<file path="config.mk">
export PLATFORM = sky130hd
export DESIGN_NAME = button_press_classifier
export DESIGN_NICKNAME = d
export VERILOG_FILES = /design/src/hw/rtl/bpc_pkg.sv /design/src/hw/rtl/bpc_core.sv /design/src/hw/rtl/button_press_classifier.sv
export VERILOG_INCLUDE_DIRS = /design/src /design/src/hw/rtl
export SDC_FILE = /design/constraint.sdc
export NUM_CORES = 1
export LEC_CHECK = 0
export ABC_CLOCK_PERIOD_IN_PS = 10800
export BUFFER_PORTS_ARGS = -buffer_cell sky130_fd_sc_hd__buf_2
export CAP_MARGIN = 20
export CORE_ASPECT_RATIO = 0.6
export CORE_MARGIN = 8
export CORE_UTILIZATION = 40
export CTS_CLUSTER_SIZE = 8
export DETAILED_ROUTE_END_ITERATION = 16
export PLACE_DENSITY_LB_ADDON = 0.1
export SLEW_MARGIN = 20
export SYNTH_ARGS = -nofsm -noshare
export SYNTH_HDL_FRONTEND = slang
export SYNTH_SLANG_ARGS = --single-unit
export TNS_END_PERCENT = 10
</file>
<file path="constraint.sdc">
create_clock -name clk -period 10.8 [get_ports clk]
set_input_delay 0.54 -clock clk [delete_from_list [all_inputs] [get_ports clk]]
set_output_delay 0.54 -clock clk [all_outputs]
set_load 0.01 [all_outputs]
</file>
<file path="src/hw/rtl/button_press_classifier_assert.svh">
// assertion macros for the button press classifier
// each expects clk and arst_n in the scope where it is used
`ifndef BUTTON_PRESS_CLASSIFIER_ASSERT_SVH
`define BUTTON_PRESS_CLASSIFIER_ASSERT_SVH

`ifndef SYNTHESIS

`define BPC_ASSERT_SAME(lbl, ante, cons, msg) \
	lbl: assert property (@(posedge clk) disable iff (!arst_n) (ante) |-> (cons)) \
		else $error(msg);

`define BPC_ASSERT_NEXT(lbl, ante, cons, msg) \
	lbl: assert property (@(posedge clk) disable iff (!arst_n) (ante) |=> (cons)) \
		else $error(msg);

`else

`define BPC_ASSERT_SAME(lbl, ante, cons, msg)

`define BPC_ASSERT_NEXT(lbl, ante, cons, msg)

`endif

`endif

</file>
<file path="src/hw/rtl/bpc_pkg.sv">
package bpc_pkg;

	localparam int COUNT_BITS_DEF = 16;

	localparam int CFG_DATA_W  = 16;
	localparam int CFG_INDEX_W = 2;

	localparam logic [CFG_INDEX_W-1:0] REG_WAIT_TIMEOUT     = 2'd0;
	localparam logic [CFG_INDEX_W-1:0] REG_DEBOUNCE_TICKS   = 2'd1;
	localparam logic [CFG_INDEX_W-1:0] REG_LONG_PRESS_TICKS = 2'd2;

	localparam logic [15:0] WAIT_TIMEOUT_RST     = 16'd5000;
	localparam logic [7:0]  DEBOUNCE_TICKS_RST   = 8'd50;
	localparam logic [11:0] LONG_PRESS_TICKS_RST = 12'd500;

	localparam logic [1:0] PT_NONE  = 2'd0;
	localparam logic [1:0] PT_SHORT = 2'd1;
	localparam logic [1:0] PT_LONG  = 2'd2;

	localparam logic KIND_TICK  = 1'b0;
	localparam logic KIND_START = 1'b1;

	typedef enum logic [2:0] {
		PH_IDLE        = 3'd0,
		PH_WAIT        = 3'd1,
		PH_DEB_PRESS   = 3'd2,
		PH_HOLD        = 3'd3,
		PH_DEB_RELEASE = 3'd4
	} phase_t;

	typedef struct packed {
		logic [15:0] wait_timeout;
		logic [7:0]  debounce_ticks;
		logic [11:0] long_press_ticks;
	} cfg_t;

	typedef struct packed {
		logic       valid;
		logic [1:0] press_type;
	} result_t;

endpackage

</file>
<file path="src/hw/rtl/bpc_core.sv">
`include "button_press_classifier_assert.svh"

module bpc_core #(
	parameter int COUNT_BITS = bpc_pkg::COUNT_BITS_DEF
) (
	input  logic           clk,
	input  logic           arst_n,
	input  logic           fire,
	input  logic           kind,
	input  logic           pin_level,
	input  bpc_pkg::cfg_t  cfg,
	output bpc_pkg::result_t res
);

	localparam int CMP_W = (COUNT_BITS > 16) ? COUNT_BITS : 16;

	bpc_pkg::phase_t phase_q, phase_d;
	logic [COUNT_BITS-1:0] cnt_q, cnt_d, cnt_inc;
	logic long_q, long_d;

	logic reach_wait_inc, reach_deb_cur, reach_deb_inc, reach_long_cur;
	logic is_start;
	logic [1:0] hold_type;

	function automatic logic reached(input logic [COUNT_BITS-1:0] c, input logic [15:0] thr);
		reached = (CMP_W'(c) >= CMP_W'(thr)) || (c == {COUNT_BITS{1'b1}});
	endfunction

	// saturating increment
	assign cnt_inc = (cnt_q == {COUNT_BITS{1'b1}}) ? cnt_q : cnt_q + COUNT_BITS'(1);

	assign reach_wait_inc = reached(cnt_inc, cfg.wait_timeout);
	assign reach_deb_cur  = reached(cnt_q, {8'd0, cfg.debounce_ticks});
	assign reach_deb_inc  = reached(cnt_inc, {8'd0, cfg.debounce_ticks});
	assign reach_long_cur = reached(cnt_q, {4'd0, cfg.long_press_ticks});

	assign is_start  = (kind == bpc_pkg::KIND_START);
	assign hold_type = long_q ? bpc_pkg::PT_LONG : bpc_pkg::PT_SHORT;

	// next state
	always_comb begin
		phase_d = phase_q;
		cnt_d   = cnt_q;
		long_d  = long_q;
		if (is_start) begin
			if (phase_q == bpc_pkg::PH_IDLE) begin
				phase_d = bpc_pkg::PH_WAIT;
				cnt_d   = '0;
				long_d  = 1'b0;
			end
		end else begin
			case (phase_q)
				bpc_pkg::PH_IDLE: begin
				end
				bpc_pkg::PH_WAIT: begin
					if (pin_level) begin
						cnt_d = cnt_inc;
						if (reach_wait_inc) begin
							phase_d = bpc_pkg::PH_IDLE;
							cnt_d   = '0;
							long_d  = 1'b0;
						end
					end else begin
						phase_d = bpc_pkg::PH_DEB_PRESS;
						cnt_d   = '0;
					end
				end
				bpc_pkg::PH_DEB_PRESS: begin
					if (!reach_deb_cur) begin
						cnt_d = cnt_inc;
					end else if (pin_level) begin
						// glitch
						phase_d = bpc_pkg::PH_IDLE;
						cnt_d   = '0;
						long_d  = 1'b0;
					end else begin
						phase_d = bpc_pkg::PH_HOLD;
						cnt_d   = '0;
						long_d  = 1'b0;
					end
				end
				bpc_pkg::PH_HOLD: begin
					if (!pin_level) begin
						if (reach_long_cur) long_d = 1'b1;
						else cnt_d = cnt_inc;
					end else if (cfg.debounce_ticks == 8'd0) begin
						phase_d = bpc_pkg::PH_IDLE;
						cnt_d   = '0;
						long_d  = 1'b0;
					end else begin
						phase_d = bpc_pkg::PH_DEB_RELEASE;
						cnt_d   = '0;
					end
				end
				bpc_pkg::PH_DEB_RELEASE: begin
					cnt_d = cnt_inc;
					if (reach_deb_inc) begin
						phase_d = bpc_pkg::PH_IDLE;
						cnt_d   = '0;
						long_d  = 1'b0;
					end
				end
				default: begin
					phase_d = bpc_pkg::PH_IDLE;
				end
			endcase
		end
	end

	// result of the beat in hand
	always_comb begin
		res.valid      = 1'b0;
		res.press_type = bpc_pkg::PT_NONE;
		if (fire && !is_start) begin
			case (phase_q)
				bpc_pkg::PH_WAIT: begin
					res.valid = pin_level && reach_wait_inc;
				end
				bpc_pkg::PH_DEB_PRESS: begin
					res.valid = reach_deb_cur && pin_level;
				end
				bpc_pkg::PH_HOLD: begin
					res.valid      = pin_level && (cfg.debounce_ticks == 8'd0);
					res.press_type = hold_type;
				end
				bpc_pkg::PH_DEB_RELEASE: begin
					res.valid      = reach_deb_inc;
					res.press_type = hold_type;
				end
				default: begin
				end
			endcase
		end
	end

	always_ff @(posedge clk or negedge arst_n) begin
		if (!arst_n) begin
			phase_q <= bpc_pkg::PH_IDLE;
			cnt_q   <= '0;
			long_q  <= 1'b0;
		end else if (fire) begin
			phase_q <= phase_d;
			cnt_q   <= cnt_d;
			long_q  <= long_d;
		end
	end

	`BPC_ASSERT_SAME(a_res_not_idle, res.valid, phase_q != bpc_pkg::PH_IDLE, "result from idle")
	`BPC_ASSERT_NEXT(a_finish_clears, res.valid, (phase_q == bpc_pkg::PH_IDLE) && (cnt_q == '0) && !long_q, "state not cleared after result")
	`BPC_ASSERT_SAME(a_long_phase, long_q, (phase_q == bpc_pkg::PH_HOLD) || (phase_q == bpc_pkg::PH_DEB_RELEASE), "long flag outside hold")

endmodule

</file>
<file path="src/hw/rtl/button_press_classifier.sv">
// one beat accepted per cycle, no bubbles while the output is taken
// an accepted beat is registered in the stage, processed by the core when it fires,
// and any result is registered into out_valid and press_type
// the state update of the single stage sets the rate of one beat per cycle if not stalled
// reset: asynchronous, active low; classifier idle, registers at 5000/50/500

module button_press_classifier #(
	parameter int COUNT_BITS = bpc_pkg::COUNT_BITS_DEF
) (
	input  logic                                clk,
	input  logic                                arst_n,
	input  logic                                in_valid,
	output logic                                in_stall,
	input  logic                                kind,
	input  logic                                pin_level,
	output logic                                out_valid,
	input  logic                                out_stall,
	output logic [1:0]                          press_type,
	input  logic                                cfg_wr_en,
	input  logic [bpc_pkg::CFG_INDEX_W-1:0]     cfg_index,
	input  logic [bpc_pkg::CFG_DATA_W-1:0]      cfg_data
);

	bpc_pkg::cfg_t    cfg_q;
	bpc_pkg::result_t res;

	logic valid_s1, kind_s1, pin_s1;
	logic out_valid_q;
	logic [1:0] press_type_q;
	logic blocked, fire, accept;

	// the stage beat waits while a result still sits unread
	assign blocked  = out_valid_q && out_stall;
	assign fire     = valid_s1 && !blocked;
	assign in_stall = valid_s1 && blocked;
	assign accept   = in_valid && !in_stall;

	always_ff @(posedge clk or negedge arst_n) begin
		if (!arst_n) begin
			cfg_q.wait_timeout     <= bpc_pkg::WAIT_TIMEOUT_RST;
			cfg_q.debounce_ticks   <= bpc_pkg::DEBOUNCE_TICKS_RST;
			cfg_q.long_press_ticks <= bpc_pkg::LONG_PRESS_TICKS_RST;
		end else if (cfg_wr_en) begin
			case (cfg_index)
				bpc_pkg::REG_WAIT_TIMEOUT:     cfg_q.wait_timeout     <= cfg_data;
				bpc_pkg::REG_DEBOUNCE_TICKS:   cfg_q.debounce_ticks   <= cfg_data[7:0];
				bpc_pkg::REG_LONG_PRESS_TICKS: cfg_q.long_press_ticks <= cfg_data[11:0];
				default: begin
				end
			endcase
		end
	end

	always_ff @(posedge clk or negedge arst_n) begin
		if (!arst_n) begin
			valid_s1 <= 1'b0;
		end else if (accept) begin
			valid_s1 <= 1'b1;
		end else if (fire) begin
			valid_s1 <= 1'b0;
		end
	end

	always_ff @(posedge clk) begin
		if (accept) begin
			kind_s1 <= kind;
			pin_s1  <= pin_level;
		end
	end

	bpc_core #(
		.COUNT_BITS(COUNT_BITS)
	) u_core (
		.clk       (clk),
		.arst_n    (arst_n),
		.fire      (fire),
		.kind      (kind_s1),
		.pin_level (pin_s1),
		.cfg       (cfg_q),
		.res       (res)
	);

	always_ff @(posedge clk or negedge arst_n) begin
		if (!arst_n) begin
			out_valid_q <= 1'b0;
		end else if (res.valid) begin
			out_valid_q <= 1'b1;
		end else if (!out_stall) begin
			out_valid_q <= 1'b0;
		end
	end

	always_ff @(posedge clk) begin
		if (res.valid) begin
			press_type_q <= res.press_type;
		end
	end

	assign out_valid  = out_valid_q;
	assign press_type = press_type_q;

endmodule
</file>
# Yosys cells after proc, flatten, opt, wreduce, memory -nomap -nowiden

Cells that the tools add are included.

Register bits: 62
Input port bits: 25
Logic and storage cells: 102
Output and inout port bits: 4

$lt $le $gt $ge: 4
Equality and inequality tests: 20
Add/subtract/negate cells: 1
Muxes and demuxes: 38
Reduce and logical (&&, ||, !) cells: 28

Operator list:

| operator                                                                 | number |
|---|---|
| 16-bit two-way mux                                                       | 9 |
| 16-bit case mux with 4 select lines                                      | 1 |
| 16-bit == test (second input constant)                                   | 2 |
| 16-bit by 8-bit >= comparator with 1-bit output                          | 2 |
| 3-bit two-way mux                                                        | 9 |
| 16-bit by 1-bit adder with 16-bit output (second input constant)         | 1 |
| 16-bit by 12-bit >= comparator with 1-bit output                         | 1 |
| 16-bit >= comparator                                                     | 1 |
| 3-bit case mux with 5 select lines                                       | 1 |
| 1-bit two-way mux                                                        | 13 |
| 4-bit by 3-bit inequality test with 1-bit output (second input constant) | 3 |
| 3-bit by 2-bit inequality test with 1-bit output (second input constant) | 3 |
| 9-bit AND reduction                                                      | 1 |
| 1-bit logical AND                                                        | 8 |
| 8-bit logical NOT                                                        | 1 |
| 1-bit case mux with 4 select lines                                       | 2 |
| 2-bit AND reduction                                                      | 4 |
| 7-bit AND reduction                                                      | 1 |
| 3-bit by 2-bit == test with 1-bit output (second input constant)         | 2 |
| 2-bit two-way mux                                                        | 3 |
| 3-bit inequality test (second input constant)                            | 2 |
| 5-bit nonzero test                                                       | 1 |
| 1-bit logical OR                                                         | 4 |
| 2-bit by 1-bit inequality test with 1-bit output (second input constant) | 2 |
| 12 further kinds                                                         | 14 |

# Depth between registers and ports, before layout

Gate-level depths: netlist of the first run.

Word-level depth: 8
Depth in mapped cells: 19
Gate-level depth less buffers: 16

# By module

A second synthesis of the first run with hierarchy kept.

Cell total of the unflattened synthesis: 463
Area, all modules: 4468.0 um2

By module, submodules not included:

| module                  | area an instance (um2) | cells an instance | instances | sequential area each (um2) |
|---|---|---|---|---|
| bpc_core                | 2887.8                 | 374               | 1         | 500.5 |
| button_press_classifier | 1580.3                 | 89                | 1         | 1088.5 |

# Least setup slack after synthesis of the first run

Ideal clock, no wire load.

Path type: register -> register
Start point: register u_core.cnt_q[1]
End point: register press_type_q[0] (netlist: press_type[0]), enable pin
Buffers on the path: 0
Stages on the path, launching flop included: 15
Library setup time: 0.254 ns
Arrival: 3.375 ns
Setup slack: 7.171 ns
Period minus slack after synthesis: 3.629 ns
Cells stage by stage: dfrtp_1 -> ha_1 -> nand3_1 -> or2_2 -> or2_2 -> a21oi_1 -> inv_1 -> ha_1 -> a21oi_1 -> nor2_1 -> o41ai_1 -> a311oi_1 -> nor3_1 -> a21oi_1 -> o311a_1

RTL lines:

| item                   | RTL line                      | text |
|---|---|---|
| from (decl)            | bpc_core.sv:18                | `logic [COUNT_BITS-1:0] cnt_q, cnt_d, cnt_inc;` |
| from (signal assigned) | bpc_core.sv:143               | `cnt_q <= cnt_d;` |
| to (signal assigned)   | button_press_classifier.sv:95 | `press_type_q <= res.press_type;` |
| to (decl)              | button_press_classifier.sv:29 | `logic [1:0] press_type_q;` |

==> qor.txt, run 1 <==
Outcome = finished clean
Cell taking the most area after synthesis = dfrtp_1
Hold Path Class = input port to async pin
CTS Buffer Depth = 2
CTS root buf = clkbuf_16
Max cap viols = 0
Die area = 15200 sq um
Slew Limit Fails = 0
Post-cts gate resize count = 0
DRC errors left = 0
Core area = 11200 sq um
Die X = 154 microns
Filler cells = 1094
Endpoints failing setup = 0
Via-per-instance ratio = 5.72
Area share of the largest cell type after synthesis = 0.242
CP Class = flip-flop to flip-flop
RSZ-0062 raised after global routing = false
Post-Syn Area per Cell = 9.17 sq um
Vias in the first global route = 3709
Ant. Diodes = 0
Leakage Power = 2.32 nW
Via count = 3792
Async S/R FF share, synth = 0.935
Final count of hold timing violations = 0
Cell Area, Synth = 4560 sq um
Yosys reg bits = 62
Highest-count cells in the layout ignoring fill and taps = 53 x inv_1, 52 x nand2_1, 44 x ha_1, 44 x dfrtp_1, 31 x o21ai_0
Wire per inst = 19.7 microns
Max_slew headroom = 0.472
Clock sinks = 62
Vert. Die Dim = 98.7 microns
Overflow after GRT = 0
WP data arrival = 4880 ps
Clk Latency, worst-skew pair = 330 ps
Post-synth EDFFs = 4
Most common cell after layout, fill and taps aside = inv_1
PD cells = 181 nW/um^2
Syn_nets = 566
TNS Setup = 0 ps
Final Wtd Congestion = 0.935
Max IR drop VDD = 95.8 uV
Port bufs = 28
Yosys cell types = 65
Max Clk Rate = 208 MHz
CP Capture Type = flip-flop
FP Rows = 30
Main flop type after synthesis = dfrtp_1
Largest net degree at the start of global routing = 59
Syn-to-layout area delta = 10.9%
Post-CTS Setup Inserts = 0
Storage cell area = 1590 sq um
Crit path required time = 10880 ps
Layout cells sized above 1 = 0.197
1st-iter DRT viols = 381
Crit path max fanout = 8
Overall Global Routing Usage = 0.179
Area occupied by multi-input gates = 2590 sq um
Post-Syn Instances = 497
H-tree depth = 3
Inserted Clock Buffers = 9
Layout Nets = 583
Initial DRT Pass Iterations = 5
Top Ports = 29
Clock Pin Slew Worst Setup and Hold Paths = 50 ps
WL final = 13100 microns
Cts hold-fix bufs = 0
TritonCTS clock tree = built
Measured slew at the worst slew-check pin = 792 ps
Starting Density = 0.407
Tot Pwr = 0.913 mW
Global-route wire length before repair = 20900 microns
CP startpoint kind = flip-flop
Post-DP HPWL = 10100 microns
Register area share after synthesis = 0.349
Post-route minimum period = 4800 ps
Clk_skew = 6.22 ps
Fin crit share = 0.445
Initial antenna violation count = 0
Top cells by area, synth = dfrtp_1 24%, ha_1 12%, dfstp_2 8.1%
Synth warn = 0
Post-route ant nets = 0
[Yosys cell counts, types with 4 or more instances]
| cell type | count |
|---|---|
| buf_2 | 5 |
| nor4_1 | 9 |
| nand3_1 | 12 |
| nand2b_1 | 9 |
| mux2_2 | 23 |
| dfstp_2 | 14 |
| ha_1 | 44 |
| nor2_1 | 23 |
| buf_6 | 6 |
| nand4_1 | 15 |
| a211oi_1 | 8 |
| or2_2 | 5 |
| xnor2_1 | 9 |
| and3_1 | 5 |
| o21ai_0 | 31 |
| o31ai_1 | 12 |
| dfrtp_1 | 44 |
| inv_1 | 53 |
| nand2_1 | 52 |
| clkbuf_1 | 7 |
| edfxtp_1 | 4 |
| nor3_1 | 10 |
| a31oi_1 | 5 |
| a21oi_1 | 20 |
[state kept, by name, indices dropped and copies added, names as in the netlist]
register,cells
press_type,2
u_core.phase_q,3
out_valid,1
kind_s1,1
cfg_q,36
u_core.cnt_q,16
pin_s1,1
u_core.long_q,1
valid_s1,1
[worst paths after layout]
kind | slack, ps | end | cells past startpoint | from
max | 6000 | press_type[0] | 14 | u_core.cnt_q[1]
min | 370 | cfg_q[15] | 2 | arst_n
max reg2reg | 6000 | press_type[0] | 14 | u_core.cnt_q[1]
min reg2reg | 500 | cfg_q[11] | 1 | cfg_q[11]
max in group asynchronous | 9900 | cfg_q[9] | 2 | arst_n
min in group clk | 390 | pin_s1 | 1 | pin_level
[metal layers]
layer	vias up	GRT usage	share of wire
met3	14	0.0568	0.096
li1	1821	-	-
met5	-	0	0
met2	163	0.225	0.37
met1	1794	0.277	0.52
met4	0	0.0464	0.0098
[worst max-delay path, stage by stage (launching register included)]
cell and delay, ps:
dfrtp_1 500, ha_1 310, nand3_1 260, or2_2 420, or2_2 320, a21oi_1 310, inv_1 110, ha_1 280
a21oi_1 180, nor2_1 60, o41ai_1 580, a311oi_1 280, nor3_1 410, a21oi_1 160, o311a_1 360
[metrics by stage]
step | hold slack (ps) | cell area (sq um) | utilization | setup WS (ps) | std cells
2_1_floorplan | 244 | 4560 | - | 7170 | 497
3_3_place_gp | 490 | 4720 | 0.422 | 6110 | 647
3_5_place_dp | 494 | 4720 | 0.422 | 6090 | 647
4_1_cts | 371 | 5050 | 0.452 | 6070 | 663
5_1_grt | 367 | 5050 | 0.452 | 5720 | 663
6_report | 367 | 5050 | 0.452 | 6000 | 663
[cell families after synthesis]
group	share of synthesized area
XOR/XNOR	0.0211
AND/OR/NAND/NOR	0.199
multiplexers	0.0634
adder cells (fa/ha/maj)	0.121
AO/OA/AOI/OAI	0.163
flip-flops	0.349
buffers and inverters	0.0834
[cell type report]
cell class	count	share of cell area
clock inverter	2	0.00693
clock buffer	14	0.0584
sequential	62	0.314
timing repair buffer	31	0.0322
inverter	53	0.0394
tap	144	0.0356
multi-input combinational	357	0.513
[power by group]
part	internal (mW)	leakage [nW]	switching (mW)	total, mW
Combinational	0.107	1.41	0.171	0.278
Clock	0.211	0.164	0.103	0.315
Sequential	0.278	0.747	0.0420	0.320
(Power assumes the default switching activity.)
==> run 2: changes to the inputs <==
--- a/config.mk
+++ b/config.mk
@@ -6,7 +6,7 @@
 export SDC_FILE = /design/constraint.sdc
 export NUM_CORES = 1
 export LEC_CHECK = 0
-export ABC_CLOCK_PERIOD_IN_PS = 10800
+export ABC_CLOCK_PERIOD_IN_PS = 4450
 export BUFFER_PORTS_ARGS = -buffer_cell sky130_fd_sc_hd__buf_2
 export CAP_MARGIN = 20
 export CORE_ASPECT_RATIO = 0.6
==> constraint.sdc (replaced) <==
create_clock -name clk -period 4.45 [get_ports clk]
set_input_delay 0.2225 -clock clk [delete_from_list [all_inputs] [get_ports clk]]
set_output_delay 0.2225 -clock clk [all_outputs]
set_load 0.01 [all_outputs]
==> qor.txt, run 2 (same netlist as run 1, synthesis figures left out) <==
Critical Path Source = u_core.cnt_q[12]
Layout cells sized above 1 = 0.230
Clk Latency, worst-skew pair = 340 ps
Ant. Diodes = 0
Max_slew headroom = 0.495
Initial antenna violation count = 0
CP Capture Type = flip-flop
Hold Path Class = input port to async pin
NetSw = 0.781 mW
Inserted Clock Buffers = 9
Die area = 15200 sq um
FP Rows = 30
Post-route minimum period = 4200 ps
Wire per inst = 19.6 microns
Top Ports = 29
TNS Setup = 0 ps
CP max-delay cell = or4_1
Starting Density = 0.407
Largest net degree at the start of global routing = 59
Overall Global Routing Usage = 0.181
Vias in the first global route = 3679
Measured slew at the worst slew-check pin = 758 ps
Clk pwr share = 0.316
Post-CTS Setup Inserts = 0
Worst R2R End = press_type[1]
1st-iter DRT viols = 344
Flop-to-flop setup slack = 250 ps
R2R Path Start = u_core.cnt_q[12]
CTS root buf = clkbuf_16
Die X = 154 microns
CP startpoint kind = flip-flop
Max IR drop VDD = 223 uV
Final instance area = 5170 sq um
WP data arrival = 4290 ps
Reg2Reg Depth = 12
Vert. Die Dim = 98.7 microns
Layout Nets = 603
Initial DRT Pass Iterations = 5
Most flops, register = cfg_q
Syn-to-layout area delta = 13.4%
Worst path cell trace = nand4_4, or4_1, xnor2_1, ha_1, nand2b_1, a21oi_1, nor2_1, o41ai_1, a311oi_1, nor3_1, a21oi_1, o311a_1
Final Wtd Congestion = 0.944
Clk_skew = 8.42 ps
Post-route ant nets = 0
Fin crit share = 0.944
Via count = 3858
Port bufs = 28
H-tree depth = 3
DRC errors left = 0
Core area = 11200 sq um
Part of the power in registers = 0.355
Tot Pwr = 2.15 mW
CP Class = flip-flop to flip-flop
Outcome = finished clean
Post-DP HPWL = 10600 microns
TritonCTS clock tree = built
Placed cell area = 4870 sq um
Largest stage delay, worst path = 720 ps
Clock Pin Slew Worst Setup and Hold Paths = 60 ps
RSZ-0062 raised after global routing = false
Sw Ratio = 0.363
Comb pwr share = 0.328
Top Registers = cfg_q x36, u_core.cnt_q x16, u_core.phase_q x3
WL final = 13400 microns
Max FFs per register = 36
CTS Buffer Depth = 2
Crit path required time = 4530 ps
Most frequent CP cell = a21oi_1
Worst setup endpoint = press_type[1]
Via-per-instance ratio = 5.65
Most common cell after layout, fill and taps aside = inv_1
Slew Limit Fails = 0
Clock sinks = 62
Global-route wire length before repair = 21100 microns
Final count of hold timing violations = 0
Leakage Power = 2.39 nW
Max cap viols = 0
Highest-count cells in the layout ignoring fill and taps = 53 x inv_1, 52 x nand2_1, 44 x ha_1
Cell-internal power = 1.37 mW
Max Clk Rate = 238 MHz
PD cells = 416 nW/um^2
Overflow after GRT = 0
Crit path max fanout = 10
Endpoints failing setup = 0
-- run 2: cell count changes in the layout (fill, tap and decap cells not counted), moves of 2 or more --
cell | previous run | this run
buf_4 | 3 | 23
clkbuf_8 | 3 | 0
clkinvlp_4 | 0 | 2
clkinv_4 | 0 | 2
-- run 2: cell type report --
type | count | area, sq um
tap | 144 | 180
clock inverter | 6 | 43.8
sequential | 62 | 1590
timing repair buffer | 51 | 313
multi-input combinational | 357 | 2590
inverter | 53 | 199
fill | 1089 | 6020
clock buffer | 10 | 250
-- run 2: how the worst min path moves through the flow --
stage,depth (start not counted),start,to,slack [ps]
2_1_floorplan,0,arst_n,cfg_q[0],-70
3_3_place_gp,1,kind,kind_s1,400
3_5_place_dp,1,kind,kind_s1,400
4_1_cts,1,pin_level,pin_s1,50
5_1_grt,1,kind,kind_s1,50
6_report,2,arst_n,cfg_q[25],30
-- run 2: stage by stage --
stage	hold slack, ps	std cells	utilization	setup WS [ps]
2_1_floorplan	-73.1	497	-	821
3_3_place_gp	398	667	0.436	383
3_5_place_dp	401	667	0.436	262
4_1_cts	49.5	683	0.462	235
5_1_grt	50.4	683	0.462	19.8
6_report	31.9	683	0.462	248
-- run 2: worst max-delay path: cells and delay by family (launching register included) --
kind                     cells  cell delay [ps]
AO/OA/AOI/OAI                5             1380
XOR/XNOR                     1              270
adder cells (fa/ha/maj)      1              260
AND/OR/NAND/NOR              5             1510
flip-flops                   1              520
-- run 2: power by group through the flow --
stage / registers [mW] / logic, mW / clock network [mW]
2_1_floorplan: 0.724 / 0.523 / 0
3_3_place_gp: 0.771 / 0.693 / 0
3_5_place_dp: 0.771 / 0.688 / 0
4_1_cts: 0.762 / 0.694 / 0.699
5_1_grt: 0.779 / 0.793 / 0.720
6_report: 0.765 / 0.707 / 0.681
-- run 2: timing repair --
action,in CTS,in global routing
endpoints found under the hold margin,0,0
resized for setup,0,1
hold buffers,0,0
setup endpoints to repair,0,3
-- run 2: metal layers --
metal / GRT usage / routed length (microns) / vias to the layer above
met2: 0.220 / 4880 / 149
met1: 0.281 / 6880 / 1833
met4: 0.0509 / 155 / 0
met5: 0 / 0 / -
li1: - / - / 1861
met3: 0.0668 / 1470 / 15
